--- config.mk ---
export PLATFORM = sky130hd
export DESIGN_NAME = adc_spike_canceller_core_flat
export DESIGN_NICKNAME = d
export VERILOG_FILES = /design/src/hdl/asc_pkg.sv /design/src/hdl/asc_in_if.sv /design/src/hdl/asc_out_if.sv /design/src/hdl/adc_spike_canceller_core.sv /design/src/flat_wrapper.sv
export SDC_FILE = /design/constraint.sdc
export NUM_CORES = 1
export LEC_CHECK = 0
export BUFFER_PORTS_ARGS = -buffer_cell sky130_fd_sc_hd__buf_4
export CAP_MARGIN = 20
export CORE_MARGIN = 5
export CORE_UTILIZATION = 40
export CTS_CLUSTER_DIAMETER = 40
export CTS_CLUSTER_SIZE = 16
export DETAILED_ROUTE_END_ITERATION = 8
export GPL_TIMING_DRIVEN = 0
export PLACE_DENSITY_LB_ADDON = 0.25
export SETUP_SLACK_MARGIN = 0.2
export SYNTH_ARGS = -nofsm -noshare
export SYNTH_HDL_FRONTEND = slang
export SYNTH_SLANG_ARGS = --single-unit
--- constraint.sdc ---
create_clock -name clk -period 9.4 [get_ports clk]
set_clock_uncertainty 0.2 [all_clocks]
set_input_delay 1.88 -clock clk [delete_from_list [all_inputs] [get_ports clk]]
set_output_delay 1.88 -clock clk [all_outputs]
set_load 0.05 [all_outputs]
--- src/hdl/asc_pkg.sv ---
// package with shared types, widths and codes of the adc spike canceller
`timescale 1ns / 1ps

package asc_pkg;

  // default geometry of the block
  localparam int NUM_PADS_DEF       = 8;
  localparam int INPUTS_PER_PAD_DEF = 4;
  localparam int SAMPLE_BITS_DEF    = 13;

  // fixed field widths
  localparam int PAD_W   = 3;
  localparam int PIN_W   = 2;
  localparam int THR_W   = 12;
  localparam int APB_W   = 32;
  localparam int PADDR_W = 3;

  // threshold reset values
  localparam logic [THR_W-1:0] NOISE_THR_RST = 12'd8;
  localparam logic [THR_W-1:0] SPIKE_THR_RST = 12'd150;

  // register index, taken from paddr bit 2
  localparam logic REG_NOISE_THR = 1'b0;
  localparam logic REG_SPIKE_THR = 1'b1;

  // sample classes
  typedef logic [1:0] cls_t;
  localparam cls_t CLS_OTHER = 2'd0;
  localparam cls_t CLS_NOISE = 2'd1;
  localparam cls_t CLS_SPIKE = 2'd2;

endpackage

--- src/hdl/asc_in_if.sv ---
// input request channel carrying one sample and its channel address
`timescale 1ns / 1ps

interface asc_in_if #(
  parameter int SAMPLE_BITS = asc_pkg::SAMPLE_BITS_DEF
);
  import asc_pkg::*;

  logic                          valid;
  logic                          ready;
  logic signed [SAMPLE_BITS-1:0] sample;
  logic [PAD_W-1:0]              pad;
  logic [PIN_W-1:0]              pad_input;

  modport source (output valid, output sample, output pad, output pad_input, input ready);
  modport sink   (input valid, input sample, input pad, input pad_input, output ready);
endinterface

--- src/hdl/asc_out_if.sv ---
// result request channel carrying one cleaned sample
`timescale 1ns / 1ps

interface asc_out_if #(
  parameter int SAMPLE_BITS = asc_pkg::SAMPLE_BITS_DEF
);
  logic                          valid;
  logic                          ready;
  logic signed [SAMPLE_BITS-1:0] cleaned_sample;

  modport source (output valid, output cleaned_sample, input ready);
  modport sink   (input valid, input cleaned_sample, output ready);
endinterface

--- src/hdl/adc_spike_canceller_core.sv ---
// top level of the adc spike canceller: history memory, update pipeline and apb registers
`timescale 1ns / 1ps

// Removes one- and two-sample spikes from multiplexed ADC streams. Every channel (one input
// of one pad) has an entry in a history memory holding the classes of its last three samples
// and its last two raw samples; each request returns that channel's sample from two requests
// earlier, zeroed where the class pattern marks a spike. One request is taken every clock
// cycle unless the output stalls; its result passes the stage one and output registers:
// the history memory is read in the acceptance cycle, and the entry is updated and written
// back when stage one advances, with the last write forwarded when two requests to the
// same channel follow each other. A request whose pad or input number lies outside the
// configured geometry returns zero and leaves all history unchanged. Histories start as
// "all other, samples zero" after reset with no clearing pass. Thresholds are at 0x0 (noise)
// and 0x4 (spike) and should only be written while no request is in flight.

module adc_spike_canceller_core #(
  parameter int NUM_PADS       = asc_pkg::NUM_PADS_DEF,
  parameter int INPUTS_PER_PAD = asc_pkg::INPUTS_PER_PAD_DEF,
  parameter int SAMPLE_BITS    = asc_pkg::SAMPLE_BITS_DEF
) (
  input  logic                           clk,
  input  logic                           rst_n,
  asc_in_if.sink                         in_chan,
  asc_out_if.source                      out_chan,
  input  logic                           psel,
  input  logic                           penable,
  input  logic                           pwrite,
  input  logic [asc_pkg::PADDR_W-1:0]    paddr,
  input  logic [asc_pkg::APB_W-1:0]      pwdata,
  output logic [asc_pkg::APB_W-1:0]      prdata,
  output logic                           pready
);
  import asc_pkg::*;

  localparam int NUM_CH = NUM_PADS * INPUTS_PER_PAD;
  localparam int CH_W   = (NUM_CH > 1) ? $clog2(NUM_CH) : 1;
  localparam int CMP_W  = (SAMPLE_BITS > THR_W) ? SAMPLE_BITS : THR_W;

  typedef logic signed [SAMPLE_BITS-1:0] smp_t;

  // one history entry: c0 newest class, smp0 previous sample
  typedef struct packed {
    cls_t c2;
    cls_t c1;
    cls_t c0;
    smp_t smp1;
    smp_t smp0;
  } hist_t;

  // configuration registers
  logic [THR_W-1:0] noise_thr_r;
  logic [THR_W-1:0] spike_thr_r;
  logic             cfg_wr;

  // history memory and per-entry valid bits
  hist_t             hist_mem [NUM_CH];
  logic [NUM_CH-1:0] ent_vld_r;

  // stage one registers
  logic            s1_vld_r;
  logic            s1_inr_r;
  logic [CH_W-1:0] s1_ch_r;
  smp_t            s1_smp_r;
  cls_t            s1_cls_r;
  hist_t           rd_data_r;
  logic            rd_vld_r;

  // last write-back, for forwarding
  logic            wb_vld_r;
  logic [CH_W-1:0] wb_ch_r;
  hist_t           wb_data_r;

  // output register
  logic out_vld_r;
  smp_t out_smp_r;

  // stage zero signals
  logic                   accept;
  logic                   advance;
  logic                   in_range;
  logic [CH_W-1:0]        in_ch;
  logic [SAMPLE_BITS-1:0] mag;
  logic [CMP_W-1:0]       mag_ext;
  cls_t                   in_cls;

  // stage one signals
  hist_t cur;
  hist_t upd;
  smp_t  result;
  logic  pat_nsn;
  logic  pat_kill;
  logic  wr_en;

  // apb register access
  assign pready = 1'b1;
  assign cfg_wr = psel & penable & pwrite;

  always_ff @(posedge clk) begin
    if (!rst_n) begin
      noise_thr_r <= NOISE_THR_RST;
      spike_thr_r <= SPIKE_THR_RST;
    end else if (cfg_wr) begin
      if (paddr[2] == REG_NOISE_THR) begin
        noise_thr_r <= pwdata[THR_W-1:0];
      end else begin
        spike_thr_r <= pwdata[THR_W-1:0];
      end
    end
  end

  always_comb begin
    if (paddr[2] == REG_SPIKE_THR) begin
      prdata = APB_W'(spike_thr_r);
    end else begin
      prdata = APB_W'(noise_thr_r);
    end
  end

  // handshake: stage one moves on whenever the output register is free or being taken
  assign advance       = !out_vld_r || out_chan.ready;
  assign in_chan.ready = !s1_vld_r || advance;
  assign accept        = in_chan.valid && in_chan.ready;

  // channel decode
  always_comb begin
    in_range = (32'(in_chan.pad) < NUM_PADS) && (32'(in_chan.pad_input) < INPUTS_PER_PAD);
    in_ch    = '0;
    if (in_range) begin
      in_ch = CH_W'(32'(in_chan.pad) * INPUTS_PER_PAD + 32'(in_chan.pad_input));
    end
  end

  // magnitude and class of the incoming sample
  always_comb begin
    if (in_chan.sample[SAMPLE_BITS-1]) begin
      mag = unsigned'(-in_chan.sample);
    end else begin
      mag = unsigned'(in_chan.sample);
    end
    mag_ext = CMP_W'(mag);
    if (mag_ext < CMP_W'(noise_thr_r)) begin
      in_cls = CLS_NOISE;
    end else if (mag_ext < CMP_W'(spike_thr_r)) begin
      in_cls = CLS_SPIKE;
    end else begin
      in_cls = CLS_OTHER;
    end
  end

  // stage one control
  always_ff @(posedge clk) begin
    if (!rst_n) begin
      s1_vld_r <= 1'b0;
    end else if (accept) begin
      s1_vld_r <= 1'b1;
    end else if (advance) begin
      s1_vld_r <= 1'b0;
    end
  end

  // stage one payload and memory read
  always_ff @(posedge clk) begin
    if (accept) begin
      s1_inr_r  <= in_range;
      s1_ch_r   <= in_ch;
      s1_smp_r  <= in_chan.sample;
      s1_cls_r  <= in_cls;
      rd_data_r <= hist_mem[in_ch];
      rd_vld_r  <= ent_vld_r[in_ch];
    end
  end

  // entry as seen by stage one, with the newest write forwarded
  always_comb begin
    if (wb_vld_r && (wb_ch_r == s1_ch_r)) begin
      cur = wb_data_r;
    end else if (rd_vld_r) begin
      cur = rd_data_r;
    end else begin
      cur = '0;
    end
  end

  // spike patterns and history update
  always_comb begin
    pat_nsn  = (cur.c2 == CLS_NOISE) && (cur.c1 == CLS_SPIKE) && (cur.c0 == CLS_NOISE);
    pat_kill = (cur.c2 == CLS_NOISE) && (cur.c1 == CLS_SPIKE) && (cur.c0 == CLS_SPIKE)
               && (s1_cls_r == CLS_NOISE);
    result = cur.smp1;
    if (pat_nsn || pat_kill || !s1_inr_r) begin
      result = '0;
    end
    upd.c2   = cur.c1;
    upd.c1   = cur.c0;
    upd.c0   = s1_cls_r;
    upd.smp1 = pat_kill ? '0 : cur.smp0;
    upd.smp0 = s1_smp_r;
  end

  assign wr_en = advance && s1_vld_r && s1_inr_r;

  // memory write-back
  always_ff @(posedge clk) begin
    if (wr_en) begin
      hist_mem[s1_ch_r] <= upd;
    end
  end

  // valid bits and forwarding register
  always_ff @(posedge clk) begin
    if (!rst_n) begin
      ent_vld_r <= '0;
      wb_vld_r  <= 1'b0;
    end else if (wr_en) begin
      ent_vld_r[s1_ch_r] <= 1'b1;
      wb_vld_r           <= 1'b1;
    end
  end

  always_ff @(posedge clk) begin
    if (wr_en) begin
      wb_ch_r   <= s1_ch_r;
      wb_data_r <= upd;
    end
  end

  // output register
  always_ff @(posedge clk) begin
    if (!rst_n) begin
      out_vld_r <= 1'b0;
    end else if (advance) begin
      out_vld_r <= s1_vld_r;
    end
  end

  always_ff @(posedge clk) begin
    if (advance && s1_vld_r) begin
      out_smp_r <= result;
    end
  end

  assign out_chan.valid          = out_vld_r;
  assign out_chan.cleaned_sample = out_smp_r;

endmodule
--- src/flat_wrapper.sv ---
// flat-port wrapper written by rule: the top's interface ports become plain ports
module adc_spike_canceller_core_flat import asc_pkg::*;
#(
  parameter int NUM_PADS       = asc_pkg::NUM_PADS_DEF,
  parameter int INPUTS_PER_PAD = asc_pkg::INPUTS_PER_PAD_DEF,
  parameter int SAMPLE_BITS    = asc_pkg::SAMPLE_BITS_DEF
)
  (clk, rst_n, psel, penable, pwrite, paddr, pwdata, prdata, pready, in_chan_valid, in_chan_sample, in_chan_pad, in_chan_pad_input, in_chan_ready, out_chan_valid, out_chan_cleaned_sample, out_chan_ready);
  asc_in_if #(.SAMPLE_BITS(SAMPLE_BITS)) in_chan_i ();
  asc_out_if #(.SAMPLE_BITS(SAMPLE_BITS)) out_chan_i ();
  input  logic clk;
  input  logic rst_n;
  input  logic psel;
  input  logic penable;
  input  logic pwrite;
  input  logic [asc_pkg::PADDR_W-1:0] paddr;
  input  logic [asc_pkg::APB_W-1:0] pwdata;
  output logic [asc_pkg::APB_W-1:0] prdata;
  output logic pready;
  input wire logic [$bits(in_chan_i.valid)-1:0] in_chan_valid;
  input wire logic [$bits(in_chan_i.sample)-1:0] in_chan_sample;
  input wire logic [$bits(in_chan_i.pad)-1:0] in_chan_pad;
  input wire logic [$bits(in_chan_i.pad_input)-1:0] in_chan_pad_input;
  output wire logic [$bits(in_chan_i.ready)-1:0] in_chan_ready;
  output wire logic [$bits(out_chan_i.valid)-1:0] out_chan_valid;
  output wire logic [$bits(out_chan_i.cleaned_sample)-1:0] out_chan_cleaned_sample;
  input wire logic [$bits(out_chan_i.ready)-1:0] out_chan_ready;
  assign in_chan_i.valid = in_chan_valid;
  assign in_chan_i.sample = in_chan_sample;
  assign in_chan_i.pad = in_chan_pad;
  assign in_chan_i.pad_input = in_chan_pad_input;
  assign in_chan_ready = in_chan_i.ready;
  assign out_chan_valid = out_chan_i.valid;
  assign out_chan_cleaned_sample = out_chan_i.cleaned_sample;
  assign out_chan_i.ready = out_chan_ready;
  adc_spike_canceller_core #(.NUM_PADS(NUM_PADS), .INPUTS_PER_PAD(INPUTS_PER_PAD), .SAMPLE_BITS(SAMPLE_BITS)) u_core (.clk(clk), .rst_n(rst_n), .in_chan(in_chan_i), .out_chan(out_chan_i), .psel(psel), .penable(penable), .pwrite(pwrite), .paddr(paddr), .pwdata(pwdata), .prdata(prdata), .pready(pready));
endmodule
==> results.env, run 1 <==
USE_MET1_PCT=25.68
PORT_BUFFERS=62
GRT_START_MAX_NET_PINS=51
GRT_PASS1_WL_MM=163.3
SYNTH_CELLS=2077
FP.COREAREA_SQ_UM=114000
HOLD_PATH.STARTPOINT='u_core.s1_ch_r[3]'
POSTSYNTHREGISTERBITS=1186
CTS_NUM_SINKS=1186
WORST_SLEW_MARGIN_REL_PCT=24.75
CP.REQUIRED_NS=7.32
HOLDCRITPATHCLASS='flop to flop'
REG2REGPATHDEPTH=8
FIRSTDRTPASSITERS=6
CRITICAL_PATH.CELL_CHAIN='clkbuf_1 -> clkbuf_1 -> nand2_1 -> o21ai_0 -> buf_4'
PATH_CLK_SLEW_NS=0.06
CP_TOP_FAMILY='buffers and inverters'
WORST_PATH_LARGEST_CELL_DELAY_NS=0.46
GR-USAGE-ALL-LAYERS_PCT=18.60
FRACTION_OF_LAYOUT_INSTANCES_USING_A_DRIVE_STRENGTH_ABOVE_1_PCT=33.83
BUSIEST_METAL_LAYER_AFTER_GLOBAL_ROUTING='met2'
WORSTHOLDENDPOINT='u_core.wb_ch_r[3]'
NUMBER_OF_ENABLE_FLIP_FLOP_CELLS_AFTER_SYNTHESIS=1127
MAX-CLOCK-PATH-BUFFERS=3
ANT_NETS=0
GRT_OVERFLOW=0
DR_TOTAL_VIAS=22310
FINAL_NET_COUNT=2455
CTS.ROOT.BUFFER_CELL='clkbuf_16'
GR-USAGE-MET2_PCT=30.45
WORSTREG2REGEND='u_core.hist_mem[31][23]'
SYNTH-ASYNC-RESET-RATIO_PCT=0
NUM_IO_PINS=108
CRIT_BUF_INV=3
DIE_WIDTH_UM=348.3
TIMING.FMAX_MHz=189.0
TIMING_WORST_SLEW_PIN_VALUE_NS=1.129
FILLERINSTANCES=9166
CRITPATHLAUNCHTYPE='primary input'
TOTALWIRELENGTH_MM=112.9
RSZ_0062_RAISED_AFTER_GLOBAL_ROUTING='no'
SYNTHDOMINANTAREACELLTYPE='edfxtp_1'
DRCVIOLATIONCOUNT=0
YS_DOMINANT_REG_CELL='edfxtp_1'
GRT_USE_MET3_PCT=3.542
SYNTH_LARGEST_TYPE_AREA_FRACTION_PCT=73.94
CLK-INSERTION-DELAY-LATE_NS=0.74
WORST-PATH-MAX-FANOUT=10
TOTAL_LEAKAGE_POWER_nW=17.50
DR.FIRST_ITER.DRC_COUNT=2348
DIE_H_UM=348.3
SYNTH.CELL_AREA_SQ_UM=45770
POST_SYNTH_NUM_CELL_TYPES=45
ROUTED_WIRE_LENGTH_PER_INSTANCE_UM=28.19
POST-CTS-SETUP-BUFFER-COUNT=0
VIAS_IN_THE_FIRST_GLOBAL_ROUTE=23370
POSTSYNTHAREAPERCELL_SQ_UM=22.04
SYN2LAYOUT_AREA_GROWTH_PCT=19.85
CRITICALPATHCATEGORY='primary input to primary output'
CTS-HOLD-FIX-BUFFERS=0
MAX-VDD-IR-DROP_mV=0.1971
HTREEDEPTH=4
SEQ_AREA_FRAC_SYNTH_PCT=76.52
POST_SYNTH_MAIN_AREA_CONTRIBUTORS='edfxtp_1, mux4_2, dfxtp_1, mux2_2, nand2_1'
DP_HPWL_MM=74.27
FINAL_MIN_PERIOD_OVER_CLOCK_PERIOD_PCT=56.27
WORST_EP_ARRIVAL_TIME_NS=3.21
INITIAL_CORE_UTILIZATION_PCT=40.14
FINALHOLDVIOLCOUNT=0
POST-ROUTE-CELL-AREA_SQ_UM=54860
CORE.ROWCOUNT=124
CELL_AREA_AFTER_PLACEMENT_SQ_UM=49860
SLOWEST_STAGE='clkbuf_1'
PLACE.GP.CONGESTION=0.8110
PWR_DENSITY_CELL_nW_PER_UM2=218.8
DRT-VIAS-PER-INSTANCE=5.573
SETUP_VIOL_COUNT_FINAL=0
INSERTEDDIODECOUNT=0
R2R_SETUP_SLACK_NS=5.28
YOSYS_WARNINGS=0
DIE_AREA_SQ_UM=121300
PERIOD_NEEDED_NS=5.290
TIMING.HOLD.WORST_PATH_DEPTH=0
RESULT_OF_THE_RUN='complete, no violations'
GRT_ANTENNA_BEFORE_REPAIR=5
NUMCTSBUFFERS=142
CRIT-REG2REG-LAUNCH='u_core.s1_ch_r[1]'
TRITONCTS='yes'
CP_COMMON_CELL='clkbuf_1'
CRITPATHCAPTURETYPE='primary output'
FINALHOLDWORSTSLACK_NS=0.2505
SLEW_VIOL_FINAL=0
CTS_REPAIR_RESIZE_COUNT=0
CAP_VIOLATIONS=0
[worst max path at each step]
| stage | start | endpoint | slack [ns] | cells past startpoint |
|---|---|---|---|---|
| 2_1_floorplan | out_chan_ready | u_core.hist_mem[12][0] | 3.13 | 6 |
| 3_3_place_gp | out_chan_ready | u_core.hist_mem[30][1] | -0.03 | 6 |
| 3_5_place_dp | in_chan_sample[5] | u_core.s1_cls_r[1] | 3.52 | 12 |
| 4_1_cts | paddr[2] | prdata[5] | 4.15 | 5 |
| 5_1_grt | paddr[2] | prdata[2] | 4.07 | 5 |
| 6_report | paddr[2] | prdata[2] | 4.11 | 5 |
[synthesized netlist by cell type, types with 7 or more instances]
cell type	number
a21boi_0	20
a21oi_1	32
buf_1	7
buf_2	28
buf_4	27
clkbuf_1	62
dfxtp_1	59
edfxtp_1	1127
ha_1	23
inv_1	25
mux2_2	34
mux4_2	330
nand2_1	99
nand3_1	34
nand3b_1	7
nor2_1	39
o21a_1	35
o21ai_0	20
xnor2_1	11
[per-stage QoR]
stage	total power, mW	worst slack, ns	instances	utilization (%)	setup TNS (ns)
after floorplan	6.373	3.134	2096	-	0
after global placement	6.575	-0.02865	3670	42.27	-0.5798
after detailed placement	6.615	3.518	3731	43.72	0
after CTS	12.10	4.150	3995	47.94	0
after global routing	12.39	4.071	4004	48.10	0
final	12.00	4.110	4004	48.10	0
[cells by family (layout without fill, tap and decap cells)]
kind of cell / after synthesis / after routing / share of synthesized area, %
multiplexers: 366 / 366 / 17.12
other: 2 / 21 / 0.01641
buffers and inverters: 152 / 548 / 1.594
XOR/XNOR: 15 / 15 / 0.2870
flip-flops: 1186 / 1186 / 76.52
AND/OR/NAND/NOR: 205 / 205 / 2.001
adder cells (fa/ha/maj): 23 / 23 / 0.6287
AO/OA/AOI/OAI: 128 / 128 / 1.837
[layer usage]
| layer | vias up | share of wire (%) | wire length (um) |
|---|---|---|---|
| met5 | - | 0 | 0 |
| met4 | 0 | 2.5 | 2875 |
| met3 | 193 | 7.3 | 8203 |
| met2 | 968 | 49 | 55680 |
| met1 | 11880 | 41 | 46100 |
| li1 | 9274 | - | - |
[area by class of cell]
cell class                 instances  area (sq um)  share of cell area, %
timing repair buffer             132          1983                  3.615
clock buffer                     167          3774                  6.879
buffer                           127         636.9                  1.161
inverter                          25         93.84                 0.1711
multi-input combinational        758         10420                  18.99
clock inverter                    97          1037                  1.891
tap                             1512          1892                  3.449
sequential                      1186         35020                  63.85
[sequential cells by signal, indices dropped and copies added (netlist names)]
| register | cells |
|---|---|
| u_core.s1_cls_r | 2 |
| u_core.s1_smp_r | 13 |
| u_core.wb_data_r | 32 |
| u_core.wb_vld_r | 1 |
| u_core.ent_vld_r | 32 |
| u_core.s1_vld_r | 1 |
| u_core.spike_thr_r | 12 |
| u_core.rd_data_r | 32 |
| u_core.wb_ch_r | 5 |
| u_core.out_chan.cleaned_sample | 13 |
| u_core.s1_ch_r | 5 |
| u_core.noise_thr_r | 12 |
| u_core.hist_mem | 1024 |
| u_core.out_chan.valid | 1 |
| u_core.rd_vld_r | 1 |
[cells in the final DEF (no fill, tap or decap), types with 6 or more instances in the layout]
master / synthesis / final
a21boi_0: 20 / 20
a21o_1: 6 / 6
a21oi_1: 32 / 19
a21oi_2: 0 / 10
buf_1: 7 / 7
buf_12: 0 / 21
buf_16: 0 / 30
buf_2: 28 / 29
buf_4: 27 / 89
buf_8: 0 / 17
bufinv_16: 0 / 10
clkbuf_1: 62 / 79
clkbuf_16: 0 / 147
clkinv_1: 0 / 10
clkinv_2: 0 / 14
clkinv_4: 0 / 10
clkinv_8: 0 / 7
clkinvlp_4: 0 / 16
conb_1: 2 / 21
dfxtp_1: 59 / 59
edfxtp_1: 1127 / 1127
ha_1: 23 / 23
inv_1: 25 / 25
inv_6: 0 / 15
inv_8: 0 / 11
mux2_2: 34 / 34
mux4_2: 330 / 330
nand2_1: 99 / 99
nand3_1: 34 / 34
nand3b_1: 7 / 7
nor2_1: 39 / 7
nor2_4: 0 / 32
o211ai_1: 6 / 6
o21a_1: 35 / 35
o21ai_0: 20 / 17
xnor2_1: 11 / 11
[where the power goes]
part | internal [mW] | switching [mW] | total (mW)
logic | 0.252 | 0.356 | 0.608
registers | 5.86 | 0.0445 | 5.90
clock network | 3.23 | 2.26 | 5.49
total | 9.34 | 2.67 | 12.0
No activity file was read; power rests on OpenSTA's default activity.
==> run 2, diff against run 1 <==
--- a/config.mk
+++ b/config.mk
@@ -5,6 +5,7 @@
 export SDC_FILE = /design/constraint.sdc
 export NUM_CORES = 1
 export LEC_CHECK = 0
+export ABC_AREA = 1
 export BUFFER_PORTS_ARGS = -buffer_cell sky130_fd_sc_hd__buf_4
 export CAP_MARGIN = 20
 export CORE_MARGIN = 5
==> constraint.sdc (replaced) <==
create_clock -name clk -period 5.35 [get_ports clk]
set_clock_uncertainty 0.2 [all_clocks]
set_input_delay 1.07 -clock clk [delete_from_list [all_inputs] [get_ports clk]]
set_output_delay 1.07 -clock clk [all_outputs]
set_load 0.05 [all_outputs]
==> run 2 against run 1 <==
Effect of this change: first-iteration DRC count rose by 110%; cell area rose by 3.3%; synthesized cell count rose by 74%; register-to-register slack got worse by 4.0 ns; worst setup slack got worse by 2.8 ns; via count rose by 50%; largest power group is now the clock network.
==> results.env, run 2 <==
RESULT_OF_THE_RUN='complete, no violations'  # unchanged
FRACTION_OF_LAYOUT_INSTANCES_USING_A_DRIVE_STRENGTH_ABOVE_1_PCT=13.19  # was 33.83%
DR.FIRST_ITER.DRC_COUNT=4968  # was 2,348
ROUTEDLENGTHMET1_MM=64.74  # was 46.10 mm
PORT_BUFFERS=63  # was 62
TIMING.FMAX_MHz=247.1
AREA.SEQUENTIAL_SQ_UM=35020  # unchanged
ROUTE.TOP_LAYER_USED='met4'  # unchanged
FP.COREAREA_SQ_UM=116400  # was 114,000 sq um
LAYOUT_COMMONEST_CELL='edfxtp_1'  # unchanged
CRITPATHCAPTURETYPE='flop'  # was primary output
NUM_IO_PINS=108  # unchanged
LEADING_CELL_TYPES_IN_THE_LAYOUT_FILL_AND_TAPS_EXCLUDED='edfxtp_1, nor2_1, o21ai_0, nand2_1, o221ai_1'  # was edfxtp_1, mux4_2, clkbuf_16, nand2_1, buf_4
WORST_SETUP_PATH_STARTPOINT='u_core.s1_ch_r[4]'  # was paddr[2]
CTS-HOLD-FIX-BUFFERS=0  # unchanged
GR-USAGE-ALL-LAYERS_PCT=26.26  # was 18.60%
YS_DOMINANT_REG_CELL='edfxtp_1'  # unchanged
CTS.ROOT.BUFFER_CELL='clkbuf_16'  # unchanged
GRT_START_MAX_NET_PINS=35  # was 51
WORST_PATH_LARGEST_CELL_DELAY_NS=0.92  # was 0.46 ns
CRIT-REG2REG-LAUNCH='u_core.s1_ch_r[4]'  # was u_core.s1_ch_r[1]
REG2REGPATHDEPTH=10  # was 8
HOLD_PATH.STARTPOINT='u_core.ent_vld_r[30]'  # was u_core.s1_ch_r[3]
SYNTH.CELL_AREA_SQ_UM=46980  # was 45,770 sq um
SYNTHSIMPLEGATEAREAFRAC_PCT=9.067  # was 2.001%
FILLERINSTANCES=10160  # was 9,166
POSTSYNTHREGISTERBITS=1186  # unchanged
HTREEDEPTH=4  # unchanged
SYNTH_COMMONEST_CELLS='edfxtp_1, nor2_1, o21ai_0, nand2_1, o221ai_1'  # was edfxtp_1, mux4_2, nand2_1, clkbuf_1, dfxtp_1
POST-CTS-SETUP-BUFFER-COUNT=0  # unchanged
SETUP_TOTAL_NEGATIVE_SLACK_NS=0  # unchanged
CP_COMMON_CELL='nand2_1'  # was clkbuf_1
TOTALWIRELENGTH_MM=168.1  # was 112.9 mm
TIMING.HOLD.WORST_PATH_DEPTH=2  # was 0
WORST_EP_ARRIVAL_TIME_NS=4.24  # was 3.21 ns
DRT-VIAS-PER-INSTANCE=6.042  # was 5.573
SYNTH-ASYNC-RESET-RATIO_PCT=0  # unchanged
PERIOD_NEEDED_NS=4.046
COMPOUND_GATE_FRACTION_OF_SYNTH_AREA_PCT=12.40  # was 1.837%
SEQ_AREA_FRAC_SYNTH_PCT=74.56  # was 76.52%
CORE.ROWCOUNT=125  # was 124
GRT_OVERFLOW=0  # unchanged
ROUTED_WL_MET2_MM=72.96  # was 55.68 mm
SYNTHXORXNORAREAFRAC_PCT=0.1864  # was 0.2870%
SYN2LAYOUT_AREA_GROWTH_PCT=20.63  # was 19.85%
CTS_REPAIR_RESIZE_COUNT=0  # unchanged
CRITPATHLAUNCHTYPE='flop'  # was primary input
TRITONCTS='yes'  # unchanged
DIE_H_UM=352.7  # was 348.3 um
WORST_SLEW_MARGIN_REL_PCT=17.74  # was 24.75%
GRT_PASS1_WL_MM=234.3  # was 163.3 mm
MAX-CLOCK-PATH-BUFFERS=3  # unchanged
POSTSYNTHAREAPERCELL_SQ_UM=13.03  # was 22.04 sq um
PATH_CLK_SLEW_NS=0.06  # about the same
CRITICAL_PATH.CELL_CHAIN='inv_2 -> nand2_1 -> nand2_1 -> nand2_1 -> nor2_2 -> nand3_1 -> nand2_1 -> nor2_1 -> buf_2 -> a21oi_4'  # was clkbuf_1 -> clkbuf_1 -> nand2_1 -> o21ai_0 -> buf_4
PLACE.GP.CONGESTION=0.9565  # was 0.8110
FINALHOLDVIOLCOUNT=0  # unchanged
CAP_VIOLATIONS=0  # unchanged
SLOWEST_STAGE='a21oi_4'  # was clkbuf_1
TOTAL_LEAKAGE_POWER_nW=18.89  # was 17.50 nW
CP.REQUIRED_NS=5.54  # was 7.32 ns
DR_TOTAL_VIAS=33560  # was 22,310
SYNTHDOMINANTAREACELLTYPE='edfxtp_1'  # unchanged
MAX-VDD-IR-DROP_mV=0.3331  # was 0.1971 mV
ANT_NETS=0  # unchanged
CTS_NUM_SINKS=1186  # unchanged
NUMCTSBUFFERS=145  # was 142
TIMING_WORST_SLEW_PIN_VALUE_NS=1.234  # was 1.129 ns
YOSYS_WARNINGS=0  # unchanged
GRT_ANTENNA_BEFORE_REPAIR=10  # was 5
SYNTHMUXAREASHARE_PCT=0  # was 17.12%
MULTI_INPUT_COMB_AREA_SQ_UM=10920  # was 10,420 sq um
INITIAL_CORE_UTILIZATION_PCT=40.37  # was 40.14%
FIRSTDRTPASSITERS=6  # unchanged
RSZ_0062_RAISED_AFTER_GLOBAL_ROUTING='no'  # unchanged
ROUTE.MET3.WL_MM=20.94  # was 8.203 mm
SYNTH_CELLS=3605  # was 2,077
PWR_DENSITY_CELL_nW_PER_UM2=398.7  # was 218.8 nW/um^2
ROUTED_WIRE_LENGTH_PER_INSTANCE_UM=30.27  # was 28.19 um
FINAL_MIN_PERIOD_OVER_CLOCK_PERIOD_PCT=75.63
HOLDCRITPATHCLASS='flop to flop'  # unchanged
SETUP_VIOL_COUNT_FINAL=0  # unchanged
LARGEST_REGISTER_FFS=1024  # unchanged
FINAL_NET_COUNT=3987  # was 2,455
POWER.TOTAL_mW=22.59  # was 12.00 mW
DIE_AREA_SQ_UM=124400  # was 121,300 sq um
YOSYS.AREA_SHARE.ADDER_PCT=0.6126  # was 0.6287%
SYNTH_LARGEST_TYPE_AREA_FRACTION_PCT=72.04  # was 73.94%
SYNTH_TOP_FAMILY_BY_AREA='compound AO/OA/AOI/OAI gates'  # was multiplexers
CRITICALPATHCATEGORY='flop to flop'  # was primary input to primary output
POST_SYNTH_MAIN_AREA_CONTRIBUTORS='edfxtp_1, o21ai_0, nor2_1, o221ai_1, dfxtp_1'  # was edfxtp_1, mux4_2, dfxtp_1, mux2_2, nand2_1
VIAS_IN_THE_FIRST_GLOBAL_ROUTE=32070  # was 23,370
SLEW_VIOL_FINAL=0  # unchanged
DRCVIOLATIONCOUNT=0  # unchanged
NUMBER_OF_ENABLE_FLIP_FLOP_CELLS_AFTER_SYNTHESIS=1127  # unchanged
DIE_WIDTH_UM=352.7  # was 348.3 um
POST_SYNTH_NUM_CELL_TYPES=33  # was 45
DP_HPWL_MM=113.7  # was 74.27 mm
WORST-PATH-MAX-FANOUT=33  # was 10
YOSYSMOSTFREQUENTCELL='edfxtp_1'  # unchanged
CLK-INSERTION-DELAY-LATE_NS=0.76  # was 0.74 ns
REGMOSTFLOPS='u_core.hist_mem'  # unchanged
## run 2: cell types whose count changed after synthesis, sizes merged, moves of 27 or more
| cell | before | now |
|---|---|---|
| o21a | 35 | 0 |
| o22ai | 0 | 27 |
| o21ai | 20 | 601 |
| buf | 65 | 94 |
| nand2 | 99 | 288 |
| mux2 | 34 | 0 |
| inv | 25 | 75 |
| clkbuf | 62 | 178 |
| a21oi | 32 | 66 |
| o221ai | 0 | 237 |
| mux4 | 330 | 0 |
| nor2 | 39 | 654 |
| nand3 | 34 | 120 |
## run 2: worst paths after layout
path	endpoint	slack (ns)
worst max register to register	u_core.hist_mem[3][24]	1.30
worst min register to register	u_core.ent_vld_r[30]	0.26
worst max-delay path	u_core.hist_mem[3][24]	1.30
worst min-delay path	u_core.ent_vld_r[30]	0.26
## run 2: routing by layer
layer / track usage, % / up-vias
li1: - / 14060
met1: 35.70 / 16730
met2: 39.13 / 2348
met3: 6.816 / 414
met4: 13.38 / 0
met5: 0 / -
## run 2: kinds of logic after synthesis
kind of cell               Yosys count
DFF                               1186
and+or+nand+nor                   1079
AOI/OAI and AO/OA                  958
buffers and inverters              347
adders and majority gates           23
xor gates and xnor gates            10
other                                2
## run 2: critical path, delay by kind of cell (launching register included)
family	cells	cell delay [ns]
simple gates	7	1.48
compound gates	1	0.92
flops	1	0.48
buf+inv	2	0.56
## run 2: stage by stage
step           hold WS [ns]  cells  area, sq um  setup slack [ns]  util [%]
3_3_place_gp         0.2444   5211        49430            -1.007     42.48
6_report             0.2632   5554        56670             1.304     48.70
2_1_floorplan        0.2349   3624        47050             1.571         -
4_1_cts              0.2632   5549        56640             1.455     48.68
5_1_grt              0.2808   5551        56660             1.264     48.69
3_5_place_dp         0.2537   5280        51460            0.8320     44.23
## run 2: power by group
group	switching, mW	total (mW)	leakage [nW]	internal, mW
Combinational	1.27	1.70	5.70	0.427
Clock	4.20	10.5	2.51	6.29
Sequential	0.0708	10.4	10.7	10.3
Total	5.54	22.6	18.9	17.1
## run 2: layout make-up
type | count | area share (%)
clock inverter | 101 | 2.265
sequential | 1186 | 61.81
clock buffer | 168 | 6.874
inverter | 75 | 0.4968
antenna | 4 | 0.01766
multi-input combinational | 2091 | 19.28
buffer | 272 | 2.126
timing repair buffer | 133 | 3.771
tap | 1524 | 3.365
